### config.mk
export PLATFORM = sky130hd
export DESIGN_NAME = ascii_bridge_command_parser_flat
export DESIGN_NICKNAME = d
export VERILOG_FILES = /design/src/abcp_pkg.sv /design/src/abcp_if.sv /design/src/abcp_hdr_check.sv /design/src/ascii_bridge_command_parser.sv /design/src/flat_wrapper.sv
export SDC_FILE = /design/constraint.sdc
export NUM_CORES = 1
export LEC_CHECK = 0
export ABC_AREA = 1
export CORE_MARGIN = 2
export CORE_UTILIZATION = 63
export DETAILED_ROUTE_END_ITERATION = 7
export DONT_BUFFER_PORTS = 1
export GPL_TIMING_DRIVEN = 0
export PLACE_DENSITY = 0.77
export SYNTH_ARGS = -nofsm -noshare
export SYNTH_HDL_FRONTEND = slang
export SYNTH_SLANG_ARGS = --single-unit
### constraint.sdc
create_clock -name i_clk -period 4.9 [get_ports i_clk]
set_input_delay 0.735 -clock i_clk [delete_from_list [all_inputs] [get_ports i_clk]]
set_output_delay 0.735 -clock i_clk [all_outputs]
set_load 0.01 [all_outputs]
### src/abcp_pkg.sv
package abcp_pkg;

    localparam int HdrLen = 10;

    typedef logic [7:0] t_byte;
    typedef logic [HdrLen-2:0][7:0] t_hdr;

    localparam t_byte ChU      = 8'h55;
    localparam t_byte ChI      = 8'h49;
    localparam t_byte ChPlus   = 8'h2B;
    localparam t_byte ChEq     = 8'h3D;
    localparam t_byte ChSpace  = 8'h20;
    localparam t_byte ChRead   = 8'h52;
    localparam t_byte ChWrite  = 8'h57;
    localparam t_byte CharBase = 8'h30;

    localparam logic [1:0] PhHeader = 2'd0;
    localparam logic [1:0] PhSkip   = 2'd1;
    localparam logic [1:0] PhHigh   = 2'd2;
    localparam logic [1:0] PhLow    = 2'd3;

    localparam logic [1:0] EvError = 2'd0;
    localparam logic [1:0] EvRead  = 2'd1;
    localparam logic [1:0] EvWrite = 2'd2;
    localparam logic [1:0] EvData  = 2'd3;

    typedef struct packed {
        logic  ok;
        logic  is_write;
        t_byte addr;
        t_byte cnt;
    } t_hdr_res;

    function automatic t_byte pair_value(t_byte hi, t_byte lo);
        return {hi[3:0], 4'b0000} + lo - CharBase;
    endfunction

endpackage

### src/abcp_if.sv
interface abcp_rx_if import abcp_pkg::*; ();
    logic  valid;
    logic  ready;
    t_byte rx_byte;

    modport source (output valid, output rx_byte, input ready);
    modport sink   (input valid, input rx_byte, output ready);
endinterface

interface abcp_res_if import abcp_pkg::*; ();
    logic       valid;
    logic       ready;
    logic [1:0] event_res;
    t_byte      device_address;
    t_byte      byte_count;
    t_byte      data_byte;
    logic       last;

    modport source (output valid, output event_res, output device_address,
                    output byte_count, output data_byte, output last, input ready);
    modport sink   (input valid, input event_res, input device_address,
                    input byte_count, input data_byte, input last, output ready);
endinterface

### src/abcp_hdr_check.sv
module abcp_hdr_check import abcp_pkg::*; (
    input  t_hdr     i_held,
    input  t_byte    i_last,
    output t_hdr_res o_res
);

    logic  frame_ok;
    logic  op_rd;
    logic  op_wr;
    t_byte addr;
    t_byte cnt;

    always_comb begin
        frame_ok = (i_held[0] == ChU) && (i_held[1] == ChI) && (i_held[2] == ChPlus)
                && (i_held[4] == ChEq) && (i_held[7] == ChSpace);
        op_rd    = (i_held[3] == ChRead);
        op_wr    = (i_held[3] == ChWrite);
        addr     = pair_value(i_held[5], i_held[6]);
        cnt      = pair_value(i_held[8], i_last);

        o_res.ok       = frame_ok && (op_rd || op_wr) && (addr != 8'd0) && (cnt != 8'd0);
        o_res.is_write = op_wr;
        o_res.addr     = addr;
        o_res.cnt      = cnt;
    end

endmodule

### src/ascii_bridge_command_parser.sv
// Serial command parser: takes one received character per word and yields at most one
// result word per character. A header of ten characters "UI+" op '=' AA ' ' CC gives a
// read, write or error result on its tenth character; after a write, one character is
// skipped and each following character pair gives one data byte, the last one marked.
// A character is taken in every cycle and its result appears on the output in the next
// cycle, held in a single result register; the input stalls only while that register
// holds a result that the sink has not yet taken.
module ascii_bridge_command_parser import abcp_pkg::*; (
    input  logic       i_clk,
    input  logic       i_rst_n,
    abcp_rx_if.sink    i_rx,
    abcp_res_if.source o_res
);

    t_hdr       r_hdr;
    logic [3:0] r_pos, n_pos;
    logic [1:0] r_phase, n_phase;
    t_byte      r_addr, n_addr;
    t_byte      r_cnt, n_cnt;
    t_byte      r_idx, n_idx;
    t_byte      r_pend, n_pend;

    logic       r_ovalid;
    logic [1:0] r_oev;
    t_byte      r_oaddr;
    t_byte      r_ocnt;
    t_byte      r_odata;
    logic       r_olast;

    logic       accept;
    logic       fire;
    logic       hdr_wr;
    logic [1:0] ev;
    t_byte      ev_addr;
    t_byte      ev_cnt;
    t_byte      ev_data;
    logic       ev_last;
    logic       fin;
    t_hdr_res   chk;

    abcp_hdr_check u_hdr_check (
        .i_held (r_hdr),
        .i_last (i_rx.rx_byte),
        .o_res  (chk)
    );

    assign i_rx.ready = !r_ovalid || o_res.ready;
    assign accept     = i_rx.valid && i_rx.ready;

    assign o_res.valid          = r_ovalid;
    assign o_res.event_res      = r_oev;
    assign o_res.device_address = r_oaddr;
    assign o_res.byte_count     = r_ocnt;
    assign o_res.data_byte      = r_odata;
    assign o_res.last           = r_olast;

    always_comb begin
        n_pos   = r_pos;
        n_phase = r_phase;
        n_addr  = r_addr;
        n_cnt   = r_cnt;
        n_idx   = r_idx;
        n_pend  = r_pend;
        fire    = 1'b0;
        hdr_wr  = 1'b0;
        ev      = EvError;
        ev_addr = 8'd0;
        ev_cnt  = 8'd0;
        ev_data = 8'd0;
        ev_last = 1'b0;
        fin     = ({1'b0, r_idx} + 9'd1) >= {1'b0, r_cnt};
        unique case (r_phase)
            PhSkip: begin
                n_phase = PhHigh;
            end
            PhHigh: begin
                n_pend  = i_rx.rx_byte;
                n_phase = PhLow;
            end
            PhLow: begin
                fire    = 1'b1;
                ev      = EvData;
                ev_addr = r_addr;
                ev_cnt  = r_cnt;
                ev_data = pair_value(r_pend, i_rx.rx_byte);
                ev_last = fin;
                if (fin) begin
                    n_idx   = 8'd0;
                    n_phase = PhHeader;
                end else begin
                    n_idx   = r_idx + 8'd1;
                    n_phase = PhHigh;
                end
            end
            PhHeader: begin
                if (r_pos == 4'(HdrLen - 1)) begin
                    n_pos = 4'd0;
                    fire  = 1'b1;
                    if (chk.ok) begin
                        ev      = chk.is_write ? EvWrite : EvRead;
                        ev_addr = chk.addr;
                        ev_cnt  = chk.cnt;
                        if (chk.is_write) begin
                            n_addr  = chk.addr;
                            n_cnt   = chk.cnt;
                            n_idx   = 8'd0;
                            n_phase = PhSkip;
                        end
                    end
                end else begin
                    hdr_wr = 1'b1;
                    n_pos  = r_pos + 4'd1;
                end
            end
        endcase
    end

    always_ff @(posedge i_clk) begin
        if (!i_rst_n) begin
            r_pos    <= 4'd0;
            r_phase  <= PhHeader;
            r_addr   <= 8'd0;
            r_cnt    <= 8'd0;
            r_idx    <= 8'd0;
            r_pend   <= 8'd0;
            r_ovalid <= 1'b0;
        end else begin
            if (accept) begin
                r_pos   <= n_pos;
                r_phase <= n_phase;
                r_addr  <= n_addr;
                r_cnt   <= n_cnt;
                r_idx   <= n_idx;
                r_pend  <= n_pend;
            end
            if (accept && fire) begin
                r_ovalid <= 1'b1;
            end else if (o_res.ready) begin
                r_ovalid <= 1'b0;
            end
        end
    end

    always_ff @(posedge i_clk) begin
        if (accept && hdr_wr) begin
            r_hdr[r_pos] <= i_rx.rx_byte;
        end
        if (accept && fire) begin
            r_oev   <= ev;
            r_oaddr <= ev_addr;
            r_ocnt  <= ev_cnt;
            r_odata <= ev_data;
            r_olast <= ev_last;
        end
    end

endmodule

### src/flat_wrapper.sv
// flat-port wrapper written by rule: the top's interface ports become plain ports
module ascii_bridge_command_parser_flat import abcp_pkg::*;
  (i_clk, i_rst_n, i_rx_valid, i_rx_rx_byte, i_rx_ready, o_res_valid, o_res_event_res, o_res_device_address, o_res_byte_count, o_res_data_byte, o_res_last, o_res_ready);
  abcp_rx_if i_rx_i ();
  abcp_res_if o_res_i ();
  input  logic i_clk;
  input  logic i_rst_n;
  input wire logic [$bits(i_rx_i.valid)-1:0] i_rx_valid;
  input wire logic [$bits(i_rx_i.rx_byte)-1:0] i_rx_rx_byte;
  output wire logic [$bits(i_rx_i.ready)-1:0] i_rx_ready;
  output wire logic [$bits(o_res_i.valid)-1:0] o_res_valid;
  output wire logic [$bits(o_res_i.event_res)-1:0] o_res_event_res;
  output wire logic [$bits(o_res_i.device_address)-1:0] o_res_device_address;
  output wire logic [$bits(o_res_i.byte_count)-1:0] o_res_byte_count;
  output wire logic [$bits(o_res_i.data_byte)-1:0] o_res_data_byte;
  output wire logic [$bits(o_res_i.last)-1:0] o_res_last;
  input wire logic [$bits(o_res_i.ready)-1:0] o_res_ready;
  assign i_rx_i.valid = i_rx_valid;
  assign i_rx_i.rx_byte = i_rx_rx_byte;
  assign i_rx_ready = i_rx_i.ready;
  assign o_res_valid = o_res_i.valid;
  assign o_res_event_res = o_res_i.event_res;
  assign o_res_device_address = o_res_i.device_address;
  assign o_res_byte_count = o_res_i.byte_count;
  assign o_res_data_byte = o_res_i.data_byte;
  assign o_res_last = o_res_i.last;
  assign o_res_i.ready = o_res_ready;
  ascii_bridge_command_parser u_core (.i_clk(i_clk), .i_rst_n(i_rst_n), .i_rx(i_rx_i), .o_res(o_res_i));
endmodule
==> implementation parameters, run 1 <==
Parameter                              Value

Status
  Outcome ... finished clean

Drt
  Number of design rule violations left after detail routing ... 0
  Average via count per standard cell ... between 5 and 6
  Vias after detailed routing ... just over 4000
  Number of violations reported at the end of detailed-routing iteration 0 ... 335
  First-pass iteration count of the detailed router ... 6
  Remaining antenna violation count ... 0
  Average wire per standard cell ... ~16 µm
  Total Wirelength ... between 10000 and 15000 µm

Clock network
  Clock slew at the register clock pins of the worst setup and hold paths ... approximately 0.060 ns
  Post-CTS sizing ... 0
  Library cell used as clock root buffer ... sky130_fd_sc_hd__clkbuf_8
  Clock H-tree levels ... 4
  Number of buffers created by CTS ... 17
  Worst skew pair latency ... 0.52 ns
  Maximum clock path buffer count ... 2
  Clock tree from TritonCTS ... yes
  Post-CTS Setup Inserts ... 0
  Hold_buf cts ... 0
  Total number of clock tree sinks ... 126

Setup path
  Critical path's slowest cell ... sky130_fd_sc_hd__dfxtp_1
  Cell breakdown of the critical path ... ha_1 -> nand3_1 -> nor3b_1 -> xor2_1 -> inv_1 -> ha_1 -> nand2_1 -> nor2_1 -> a21o_1 -> nor2_1 -> nand2_1 -> nor2_1 -> nand2_1 -> nand3_1 -> nand2_1 -> nor2_1
  Crit path required time ... 5.34 ns
  Data arrival, critical path ... 3.46 ns
  Dominant delay contributor by cell family on the critical path ... simple AND/OR/NAND/NOR gates
  Critical path type ... reg2reg
  Top fanout value on the critical path ... 5
  Type of element launching the critical path ... flop
  Reg-to-reg slack, setup ... about 1.9 ns
  Launch point of the worst reg-to-reg path ... u_core.r_idx[0]
  Biggest cell delay along the critical path ... between 0.4 and 0.5 ns
  Critical path origin ... u_core.r_idx[0]
  Type of element capturing the critical path ... flop
  Buf+Inv Stages, Crit Path ... 1

Synth
  Post-synthesis compound-gate area fraction ... 5.63%
  Number of distinct library cells after synthesis ... 34
  Post-synth ARST share ... 0%
  List of most frequent post-synthesis cells ... 131 x sky130_fd_sc_hd__nand2_1, 97 x sky130_fd_sc_hd__inv_1, 92 x sky130_fd_sc_hd__nor2_1
  Area fraction of the dominant cell type after synthesis ... around 47%
  Synth Area in Simple Gates ... between 10% and 20%
  Cell type contributing the most total cell area after synthesis ... sky130_fd_sc_hd__edfxtp_1
  Sequential fraction of the synthesis area ... 58.9%
  Net count after synthesis ... 649
  Register bit count reported by yosys ... approximately 130
  Post-synthesis share of cell area spent on xor and xnor gates ... under 10%
  Most used flip-flop cell after synthesis ... sky130_fd_sc_hd__edfxtp_1
  Cell area after technology mapping ... 5830 µm²
  Area contributors post-synth ... sky130_fd_sc_hd__edfxtp_1 47%, sky130_fd_sc_hd__dfxtp_1 12%, sky130_fd_sc_hd__nand2_1 8.4%
  Synth Area in Adders ... approximately 6.4%
  EDFF count, synth ... between 90 and 100
  Mapped Cells ... 609
  Largest family of logic cells by synthesized area ... simple AND/OR/NAND/NOR gates
  Most instantiated library cell after synthesis ... sky130_fd_sc_hd__nand2_1
  Synth warn ... 0
  Portion of netlist area occupied by mux cells ... 0%
  Average cell area after synthesis ... 9.57 µm²

Finish
  Fillers ... a little under 600
  Post-layout nets ... approximately 670
  Syn-to-layout area delta ... 13.2%
  Ratio of cells with drive above 1 in the final layout ... 10.1%
  Layout Cells excl Fill ... 755
  Antenna diodes ... 0

Place
  Dpl hpwl ... a little under 8000 µm
  IO buf count ... 0
  Gp weighted congestion ... 0.823
  Number of placed instances with taps included ... between 700 and 800

Floorplan
  Initial core utilization ... 64.0%
  Overall die width ... roughly 100 µm
  Placeable Area ... 9110 µm²
  Die extent in y ... roughly 100 µm
  Placement row count ... 35
  Full die area ... 10000 µm²
  # IOs ... 41

STA
  Min Tclk post-route ... 3.02 ns
  Final count of negative-setup-slack endpoints ... 0
  RSZ-0062 raised after global routing ... no
  Slew at the pin closest to its max-slew limit ... roughly 1.2 ns
  Highest attainable clock frequency ... ~0.33 GHz
  Final slew viol count ... 0
  Slew headroom ... 16.7%
  Final period utilization ... between 60% and 70%
  Hold slack final ... roughly 0.31 ns
  Number of endpoints with negative hold slack in the final report ... 0
  Total Neg Setup Slack ... 0 ns
  Worst clock skew ... about 0.0089 ns

Flow run
  Number of violations of the max-capacitance limit ... 0

GRT
  Global-route wire length before repair ... between 15000 and 20000 µm
  Number of antenna violations at the first check in global routing ... 0
  Total congestion overflow ... 0
  Via count of the first global-routing pass ... between 4000 and 5000
  Largest net degree at the start of global routing ... 17
  Total GRT Usage ... 25.8%

Hold path
  Hold WC Path Type ... in2reg
  Hold Path Origin ... i_rx_rx_byte[4]

Power and ir drop
  Leakage power total ... between 2 and 3 nW
  Peak supply drop ... 0.238 mV
  PwrDens ... 394 nW/µm²
## registers in the layout, summed over array words and instances, names as in the netlist
signal	cells
u_core.o_res.data_byte	8
u_core.r_addr	8
u_core.o_res.byte_count	8
u_core.o_res.valid	1
u_core.r_pos	4
u_core.o_res.event_res	2
u_core.r_hdr	64
u_core.r_pend	4
u_core.r_cnt	8
u_core.o_res.last	1
u_core.r_phase	2
u_core.o_res.device_address	8
u_core.r_idx	8
## layout make-up
cell class	instances	area, µm²	share of cell area, %
plain buffers	15	92.6	1.40
clock buffers	20	467	7.08
clock inverters	12	134	2.03
inverters	101	382	5.79
multi-input cells	367	1930	29.2
flip-flops and latches	126	3430	52.1
well taps	111	139	2.11
repair buffers	3	22.5	0.341
## through the flow
stage	utilization [%]	power [W]	setup slack (ns)	cell area, µm²
final	72.4	0.00260	1.88	6600
after CTS	72.4	0.00261	1.91	6600
after detailed placement	65.8	0.00138	1.77	5990
after floorplan	-	0.00133	0.658	5830
after global routing	72.4	0.00267	1.68	6600
after global placement	65.5	0.00137	-0.399	5970
## report_power, final
group / internal, W / switching (W)
combinational: 0.0000530 / 0.000127
clock: 0.000782 / 0.000451
sequential: 0.00117 / 0.0000143
total: 0.00200 / 0.000593
## layout by cell type (no fill, tap or decap), types with 2 or more instances in the layout
cell / count
sky130_fd_sc_hd__inv_2: 2
sky130_fd_sc_hd__clkinvlp_4: 2
sky130_fd_sc_hd__a211oi_1: 2
sky130_fd_sc_hd__nor2_4: 2
sky130_fd_sc_hd__nor2_2: 8
sky130_fd_sc_hd__clkinv_4: 4
sky130_fd_sc_hd__nor2_1: 92
sky130_fd_sc_hd__nand2_2: 2
sky130_fd_sc_hd__o21ai_1: 8
sky130_fd_sc_hd__a21oi_1: 31
sky130_fd_sc_hd__fa_1: 3
sky130_fd_sc_hd__buf_4: 4
sky130_fd_sc_hd__xnor2_1: 4
sky130_fd_sc_hd__a21oi_2: 4
sky130_fd_sc_hd__nand3_1: 20
sky130_fd_sc_hd__clkbuf_16: 17
sky130_fd_sc_hd__nor3_1: 6
sky130_fd_sc_hd__nand2_1: 131
sky130_fd_sc_hd__dfxtp_1: 35
sky130_fd_sc_hd__a21o_1: 3
sky130_fd_sc_hd__buf_2: 2
sky130_fd_sc_hd__nand4_1: 3
sky130_fd_sc_hd__bufinv_16: 2
sky130_fd_sc_hd__buf_6: 4
sky130_fd_sc_hd__edfxtp_1: 91
sky130_fd_sc_hd__clkinv_2: 3
sky130_fd_sc_hd__o21ai_0: 12
sky130_fd_sc_hd__ha_1: 25
sky130_fd_sc_hd__clkbuf_1: 8
sky130_fd_sc_hd__xor2_1: 5
sky130_fd_sc_hd__clkbuf_8: 3
sky130_fd_sc_hd__inv_1: 97
## path summary, 6_finish.rpt
path	cells after the start	endpoint
max	16	u_core.r_idx[0]
min	0	u_core.r_hdr[60]
max reg2reg	16	u_core.r_idx[0]
min reg2reg	2	u_core.r_pend[2]
## metal layers
metal  track usage (%)  up-vias  part of all wire (%)
met3              5.50       29                   4.7
met1              30.7     1955                    41
met5                 0        -                     0
li1                  -     1995                     -
met2              44.1      146                    51
met4              13.1        0                   2.7
## cells by family after synthesis
kind of cell	after synthesis
XOR/XNOR	9
AO/OA/AOI/OAI	60
adder cells (fa/ha/maj)	28
AND/OR/NAND/NOR	270
flip-flops	126
buffers and inverters	116
Power figures use the tool's default switching activity.
==> inputs of run 2 (changes only) <==
==> constraint.sdc (replaced) <==
create_clock -name i_clk -period 2.8 [get_ports i_clk]
set_input_delay 0.42 -clock i_clk [delete_from_list [all_inputs] [get_ports i_clk]]
set_output_delay 0.42 -clock i_clk [all_outputs]
set_load 0.01 [all_outputs]
==> run 2 against run 1 <==
  * Register-to-register slack got worse by 1.8 ns
  * Critical path depth did not move
  * Core utilization rose by 1.4 points
  * Wire length rose by 10%
  * Largest power group is now registers
  * Critical endpoint is now u_core.r_cnt[2]
==> implementation parameters, run 2 (synthesis results as in run 1) <==
Parameter                              Value

Drt
  Number of violations reported at the end of detailed-routing iteration 0 ... 333 (-0.60%)
  Number of design rule violations left after detail routing ... 0 (unchanged)
  Average wire per standard cell ... 17.4 µm (+9.3%)
  Remaining antenna violation count ... 0 (unchanged)
  Vias after detailed routing ... 4225 (+2.4%)
  Total Wirelength ... 13300 µm (+10%)
  Average via count per standard cell ... 5.54 (+1.4%)
  First-pass iteration count of the detailed router ... 5 (-1)

STA
  Slew headroom ... 20.2% (+3.5 points)
  Final count of negative-setup-slack endpoints ... 0 (unchanged)
  Total Neg Setup Slack ... 0 ns (unchanged)
  Highest attainable clock frequency ... 0.367 GHz (+11%)
  Final period utilization ... 97.3% (+36 points)
  Final slew viol count ... 0 (unchanged)
  Number of endpoints with negative hold slack in the final report ... 0 (unchanged)
  Worst clock skew ... 0.0120 ns (+0.00307 ns)
  Min Tclk post-route ... 2.72 ns (-0.301 ns)
  Slew at the pin closest to its max-slew limit ... 1.19 ns (-0.0522 ns)

Setup path
  Crit path required time ... 3.21 ns (-2.13 ns)
  Cell breakdown of the critical path ... ha_4 -> ha_2 -> fa_2 -> nand2_1 -> inv_1 -> nor2_1 -> nand2_1 -> nand3_1 -> nand2_1 -> inv_2 -> nand3_4 -> nor2_8 -> inv_4 -> buf_6 -> nor2_2 -> nor2_1
  Buf+Inv Stages, Crit Path ... 4 (+3)
  Critical path's most frequent cell ... sky130_fd_sc_hd__nand2_1
  Top fanout value on the critical path ... 10 (+5)
  Biggest cell delay along the critical path ... 0.44 ns (about the same)
  Type of element launching the critical path ... flop
  Data arrival, critical path ... 3.13 ns (-0.33 ns)
  Critical path type ... reg2reg
  Type of element capturing the critical path ... flop
  Dominant delay contributor by cell family on the critical path ... simple AND/OR/NAND/NOR gates
  Critical path's slowest cell ... sky130_fd_sc_hd__edfxtp_1

Place
  Post-placement cell area ... 5990 µm² (about the same)
  Dpl hpwl ... 7720 µm (-0.26%)
  IO buf count ... 0 (unchanged)
  Number of placed instances with taps included ... 721 (-0.28%)
  Gp weighted congestion ... 0.821 (-0.32%)

Clock network
  Clock tree from TritonCTS ... yes
  Number of buffers created by CTS ... 17 (unchanged)
  Clock slew at the register clock pins of the worst setup and hold paths ... 0.06 ns (about the same)
  Clock H-tree levels ... 4 (unchanged)
  Library cell used as clock root buffer ... sky130_fd_sc_hd__clkbuf_8
  Worst skew pair latency ... 0.53 ns (about the same)
  Total number of clock tree sinks ... 126 (unchanged)
  Maximum clock path buffer count ... 2 (unchanged)

Power and ir drop
  PwrDens ... 666 nW/µm² (+69%)
  Peak supply drop ... 0.520 mV (+120%)
  Leakage power total ... 2.76 nW (+0.41%)

Status
  Outcome ... finished clean

GRT
  Number of antenna violations at the first check in global routing ... 0 (unchanged)
  Total congestion overflow ... 0 (unchanged)
  Total GRT Usage ... 27.7% (+2.0 points)
  Global-route wire length before repair ... 20400 µm (+6.0%)
  Via count of the first global-routing pass ... 4188 (+3.8%)
  Largest net degree at the start of global routing ... 18 (+1)

Finish
  Final core area utilization ... 73.8% (+1.4 points)
  Commonest non-fill, non-tap cell in the layout ... sky130_fd_sc_hd__nand2_1
  Antenna diodes ... 0 (unchanged)
  Highest-count cells in the layout ignoring fill and taps ... 129 x sky130_fd_sc_hd__nand2_1, 96 x sky130_fd_sc_hd__inv_1, 91 x sky130_fd_sc_hd__edfxtp_1
  Ratio of cells with drive above 1 in the final layout ... 12.3% (+2.2 points)
  Largest reg by FF count ... u_core.r_hdr
  Post-layout nets ... 679 (+1.2%)
  Fillers ... 592 (-0.84%)
  Number of flip-flops under the largest register name ... 64 (unchanged)
  Syn-to-layout area delta ... 15.4%
  Layout Cells excl Fill ... 763 (+1.1%)
  Final cell area excluding filler cells ... 6720 µm² (+1.9%)

Floorplan
  # IOs ... 41 (unchanged)
  Full die area ... 10000 µm² (unchanged)
  Placeable Area ... 9110 µm² (unchanged)
  Overall die width ... 100 µm (unchanged)
  Die extent in y ... 100 µm (unchanged)
  Initial core utilization ... 64.0% (unchanged)
  Placement row count ... 35 (unchanged)

Hold path
  Hold WC Path Type ... in2reg

Flow run
  Number of violations of the max-capacitance limit ... 0 (unchanged)
-- run 2: cell types whose count changed in the layout (fill, tap and decap cells not counted), sizes merged --
cell / previous run / this run
clkinvlp: 2 / 3
dlygate4sd3: 0 / 8
clkbuf: 28 / 30
inv: 101 / 102
bufinv: 2 / 0
clkinv: 8 / 6
-- run 2: final cells by class --
class | instances | area, µm² | area share (%)
Inverter | 101 | 382 | 5.68
Timing Repair Buffer | 12 | 114 | 1.69
Multi-Input combinational cell | 367 | 2000 | 29.8
Buffer | 14 | 88.8 | 1.32
Tap cell | 111 | 139 | 2.07
Sequential cell | 126 | 3430 | 51.1
Clock inverter | 10 | 77.6 | 1.15
Clock buffer | 22 | 485 | 7.22
-- run 2: timing repair --
action                                 in CTS  in global routing
pin swaps                                   0                 10
resized for setup                           4                 17
setup buffers                               0                  3
cloned                                      0                  0
hold buffers                                8                  0
endpoints found under the hold margin      64                  0
setup endpoints to repair                  13                 45
-- run 2: per-layer routing --
metal / vias up / global-route usage [%] / wire, µm
met5: - / 0 / 0
met3: 33 / 6.82 / 999
met1: 2009 / 33.7 / 5280
li1: 2017 / - / -
met4: 0 / 12.6 / 325
met2: 166 / 46.9 / 6690
-- run 2: final timing paths --
path               startpoint                to  slack (ns)  depth (start not counted)
max          u_core.r_hdr[65]   u_core.r_cnt[2]        0.08                         16
min           i_rx_rx_byte[1]   u_core.r_cnt[1]        0.04                          2
max reg2reg  u_core.r_hdr[65]   u_core.r_cnt[2]        0.08                         16
min reg2reg  u_core.r_pend[2]  u_core.r_pend[2]        0.46                          2
-- run 2: metrics by stage --
step | power (W) | hold WS (ns) | worst slack [ns]
after floorplan | 0.00234 | 0.433 | 0.206
after global placement | 0.00240 | 0.459 | -0.0329
after detailed placement | 0.00241 | 0.462 | -0.0896
after CTS | 0.00445 | 0.0249 | 0.0155
after global routing | 0.00461 | 0.0543 | -0.0610
final | 0.00448 | 0.0361 | 0.0766
-- run 2: where the power goes --
part           switching, W  internal, W  total [W]  leakage [nW]
Combinational      0.000252     0.000110   0.000362          1.38
Sequential        0.0000263      0.00205    0.00207          1.11
Clock              0.000819      0.00122    0.00204         0.268
==> inputs of run 3 (changes only) <==
--- a/config.mk
+++ b/config.mk
@@ -12,6 +12,7 @@
 export DONT_BUFFER_PORTS = 1
 export GPL_TIMING_DRIVEN = 0
 export PLACE_DENSITY = 0.77
+export RECOVER_POWER = 100
 export SYNTH_ARGS = -nofsm -noshare
 export SYNTH_HDL_FRONTEND = slang
 export SYNTH_SLANG_ARGS = --single-unit
==> run 3 against run 2 <==
  * Non-clock buffer count is the same
  * Die area is the same
  * Fmax is essentially flat
  * Clock power is essentially flat
  * Core utilization is the same
  * Global-route usage is the same
  * Combinational power is essentially flat
  * Final cell count is the same
  * Register-to-register slack is essentially flat
  * Count of clock-buffer cells in the layout is the same
  * Critical path type unchanged
==> implementation parameters, run 3 (synthesis results as in run 1) <==
Parameter                              Value

STA
  Number of endpoints with negative hold slack in the final report ... 0 (unchanged)
  Final period utilization ... 97.4% (about the same)
  Slew headroom ... 20.1% (about the same)
  Final count of negative-setup-slack endpoints ... 0 (unchanged)
  Min Tclk post-route ... 2.73 ns (+0.00265 ns)
  Worst clock skew ... 0.0131 ns (+0.00111 ns)
  Final slew viol count ... 0 (unchanged)
  Slew at the pin closest to its max-slew limit ... 1.19 ns (+0.000233 ns)
  Highest attainable clock frequency ... 0.367 GHz (about the same)

Finish
  Highest-count cells in the layout ignoring fill and taps ... 129 x sky130_fd_sc_hd__nand2_1, 96 x sky130_fd_sc_hd__inv_1, 91 x sky130_fd_sc_hd__edfxtp_1
  Antenna diodes ... 0 (unchanged)
  Syn-to-layout area delta ... 15.4% (unchanged)
  Number of flip-flops under the largest register name ... 64 (unchanged)
  Largest reg by FF count ... u_core.r_hdr
  Post-layout nets ... 679 (unchanged)
  Final cell area excluding filler cells ... 6720 µm² (unchanged)
  Ratio of cells with drive above 1 in the final layout ... 12.3% (unchanged)
  Commonest non-fill, non-tap cell in the layout ... sky130_fd_sc_hd__nand2_1

Setup path
  Type of element launching the critical path ... flop
  Type of element capturing the critical path ... flop
  Launch point of the worst reg-to-reg path ... u_core.r_hdr[65]
  Data arrival, critical path ... 3.13 ns (about the same)
  Worst-case reg-to-reg path depth ... 16 (unchanged)
  Reg-to-reg slack, setup ... 0.07 ns (about the same)
  RR Endpoint ... u_core.r_cnt[2]
  Critical path type ... reg2reg
  Top fanout value on the critical path ... 10 (unchanged)
  Crit path required time ... 3.21 ns (about the same)

Place
  Post-placement cell area ... 5990 µm² (unchanged)
  Gp weighted congestion ... 0.821 (unchanged)
  IO buf count ... 0 (unchanged)
  Dpl hpwl ... 7720 µm (unchanged)

Floorplan
  Placement row count ... 35 (unchanged)
  Full die area ... 10000 µm² (unchanged)
  Die extent in y ... 100 µm (unchanged)
  Overall die width ... 100 µm (unchanged)
  Placeable Area ... 9110 µm² (unchanged)
  Initial core utilization ... 64.0% (unchanged)
  # IOs ... 41 (unchanged)

Clock network
  Worst skew pair latency ... 0.53 ns (about the same)
  Number of buffers created by CTS ... 17 (unchanged)
  Clock tree from TritonCTS ... yes
  Library cell used as clock root buffer ... sky130_fd_sc_hd__clkbuf_8
  Clock slew at the register clock pins of the worst setup and hold paths ... 0.06 ns (about the same)
  Clock H-tree levels ... 4 (unchanged)
  Maximum clock path buffer count ... 2 (unchanged)
  Total number of clock tree sinks ... 126 (unchanged)

Drt
  First-pass iteration count of the detailed router ... 5 (unchanged)
  Vias after detailed routing ... 4228 (+0.071%)
  Average wire per standard cell ... 17.4 µm (about the same)
  Number of design rule violations left after detail routing ... 0 (unchanged)
  Number of violations reported at the end of detailed-routing iteration 0 ... 333 (unchanged)
  Remaining antenna violation count ... 0 (unchanged)
  Total Wirelength ... 13300 µm (about the same)
  Average via count per standard cell ... 5.54 (about the same)

Power and ir drop
  Leakage power total ... 2.76 nW (unchanged)
  Post-route total power ... 0.00448 W (about the same)
  PwrDens ... 666 nW/µm² (about the same)
  Peak supply drop ... 0.518 mV (-0.53%)

Flow run
  Number of violations of the max-capacitance limit ... 0 (unchanged)

Status
  Outcome ... finished clean

Hold path
  Hold path endpoint ... u_core.r_cnt[1]
  Hold WC Path Type ... in2reg
  Worst hold path depth ... 2 (unchanged)
  Hold Path Origin ... i_rx_rx_byte[1]

GRT
  Largest net degree at the start of global routing ... 18 (unchanged)
  Via count of the first global-routing pass ... 4188 (unchanged)
  Global-route wire length before repair ... 20400 µm (unchanged)
  Total GRT Usage ... 27.7% (unchanged)
  Total congestion overflow ... 0 (unchanged)
  Number of antenna violations at the first check in global routing ... 0 (unchanged)
run 3: cell counts in the layout (fill, tap and decap cells not counted):
Identical to the previous run, type by type.
run 3: area by class of cell:
type	count	area, µm²
clock buffers	22	485
fillers	592	2390
well taps	111	139
clock inverters	10	77.6
repair buffers	12	114
inverters	101	382
plain buffers	14	88.8
multi-input cells	367	2000
flip-flops and latches	126	3430
run 3: routing by layer:
| layer | global-route usage, % | vias to the layer above | routed length [µm] |
|---|---|---|---|
| li1 | - | 2017 | - |
| met1 | 33.7 | 2012 | 5330 |
| met2 | 46.9 | 168 | 6710 |
| met3 | 6.82 | 31 | 945 |
| met4 | 12.6 | 0 | 314 |
| met5 | 0 | - | 0 |
run 3: how the worst max path moves through the flow:
stage / from / endpoint / cells after the start
2_1_floorplan: i_rx_rx_byte[5] / u_core.o_res.byte_count[6] / 14
3_3_place_gp: u_core.r_phase[0] / u_core.o_res.data_byte[1] / 4
3_5_place_dp: u_core.r_idx[0] / u_core.r_idx[5] / 16
4_1_cts: u_core.r_hdr[65] / u_core.o_res.device_address[3] / 14
5_1_grt: u_core.r_hdr[65] / u_core.r_cnt[5] / 16
6_report: u_core.r_hdr[65] / u_core.r_cnt[2] / 16
run 3: power by group:
group	switching, W	internal (W)
registers	0.0000263	0.00205
logic	0.000252	0.000110
clock network	0.000817	0.00122
total	0.00110	0.00338
run 3: what timing repair did:
item / 4_1_cts / 5_1_grt
pin swaps: 0 / 10
endpoints found under the setup margin: 13 / 45
endpoints found under the hold margin: 64 / 0
resized for setup: 4 / 17
hold buffers: 8 / 0
setup buffers: 0 / 3
run 3: stage by stage:
step | setup TNS (ns) | utilization [%] | hold slack, ns | cells | setup slack (ns)
after floorplan | 0 | - | 0.433 | 609 | 0.206
after CTS | 0 | 73.0 | 0.0249 | 761 | 0.0155
after global routing | -0.442 | 73.8 | 0.0543 | 763 | -0.0610
final | 0 | 73.8 | 0.0380 | 763 | 0.0739
after global placement | -0.822 | 65.7 | 0.459 | 720 | -0.0329
after detailed placement | -0.209 | 65.8 | 0.462 | 721 | -0.0896
run 3: worst max-delay path: stages, from the launching register on:
cell and delay [ns]:
sky130_fd_sc_hd__edfxtp_1 0.44, sky130_fd_sc_hd__ha_4 0.24, sky130_fd_sc_hd__ha_2 0.19, sky130_fd_sc_hd__fa_2 0.42, sky130_fd_sc_hd__nand2_1 0.11, sky130_fd_sc_hd__inv_1 0.06, sky130_fd_sc_hd__nor2_1 0.09, sky130_fd_sc_hd__nand2_1 0.08
sky130_fd_sc_hd__nand3_1 0.10, sky130_fd_sc_hd__nand2_1 0.09, sky130_fd_sc_hd__inv_2 0.08, sky130_fd_sc_hd__nand3_4 0.12, sky130_fd_sc_hd__nor2_8 0.20, sky130_fd_sc_hd__inv_4 0.07, sky130_fd_sc_hd__buf_6 0.16, sky130_fd_sc_hd__nor2_2 0.08
sky130_fd_sc_hd__nor2_1 0.06
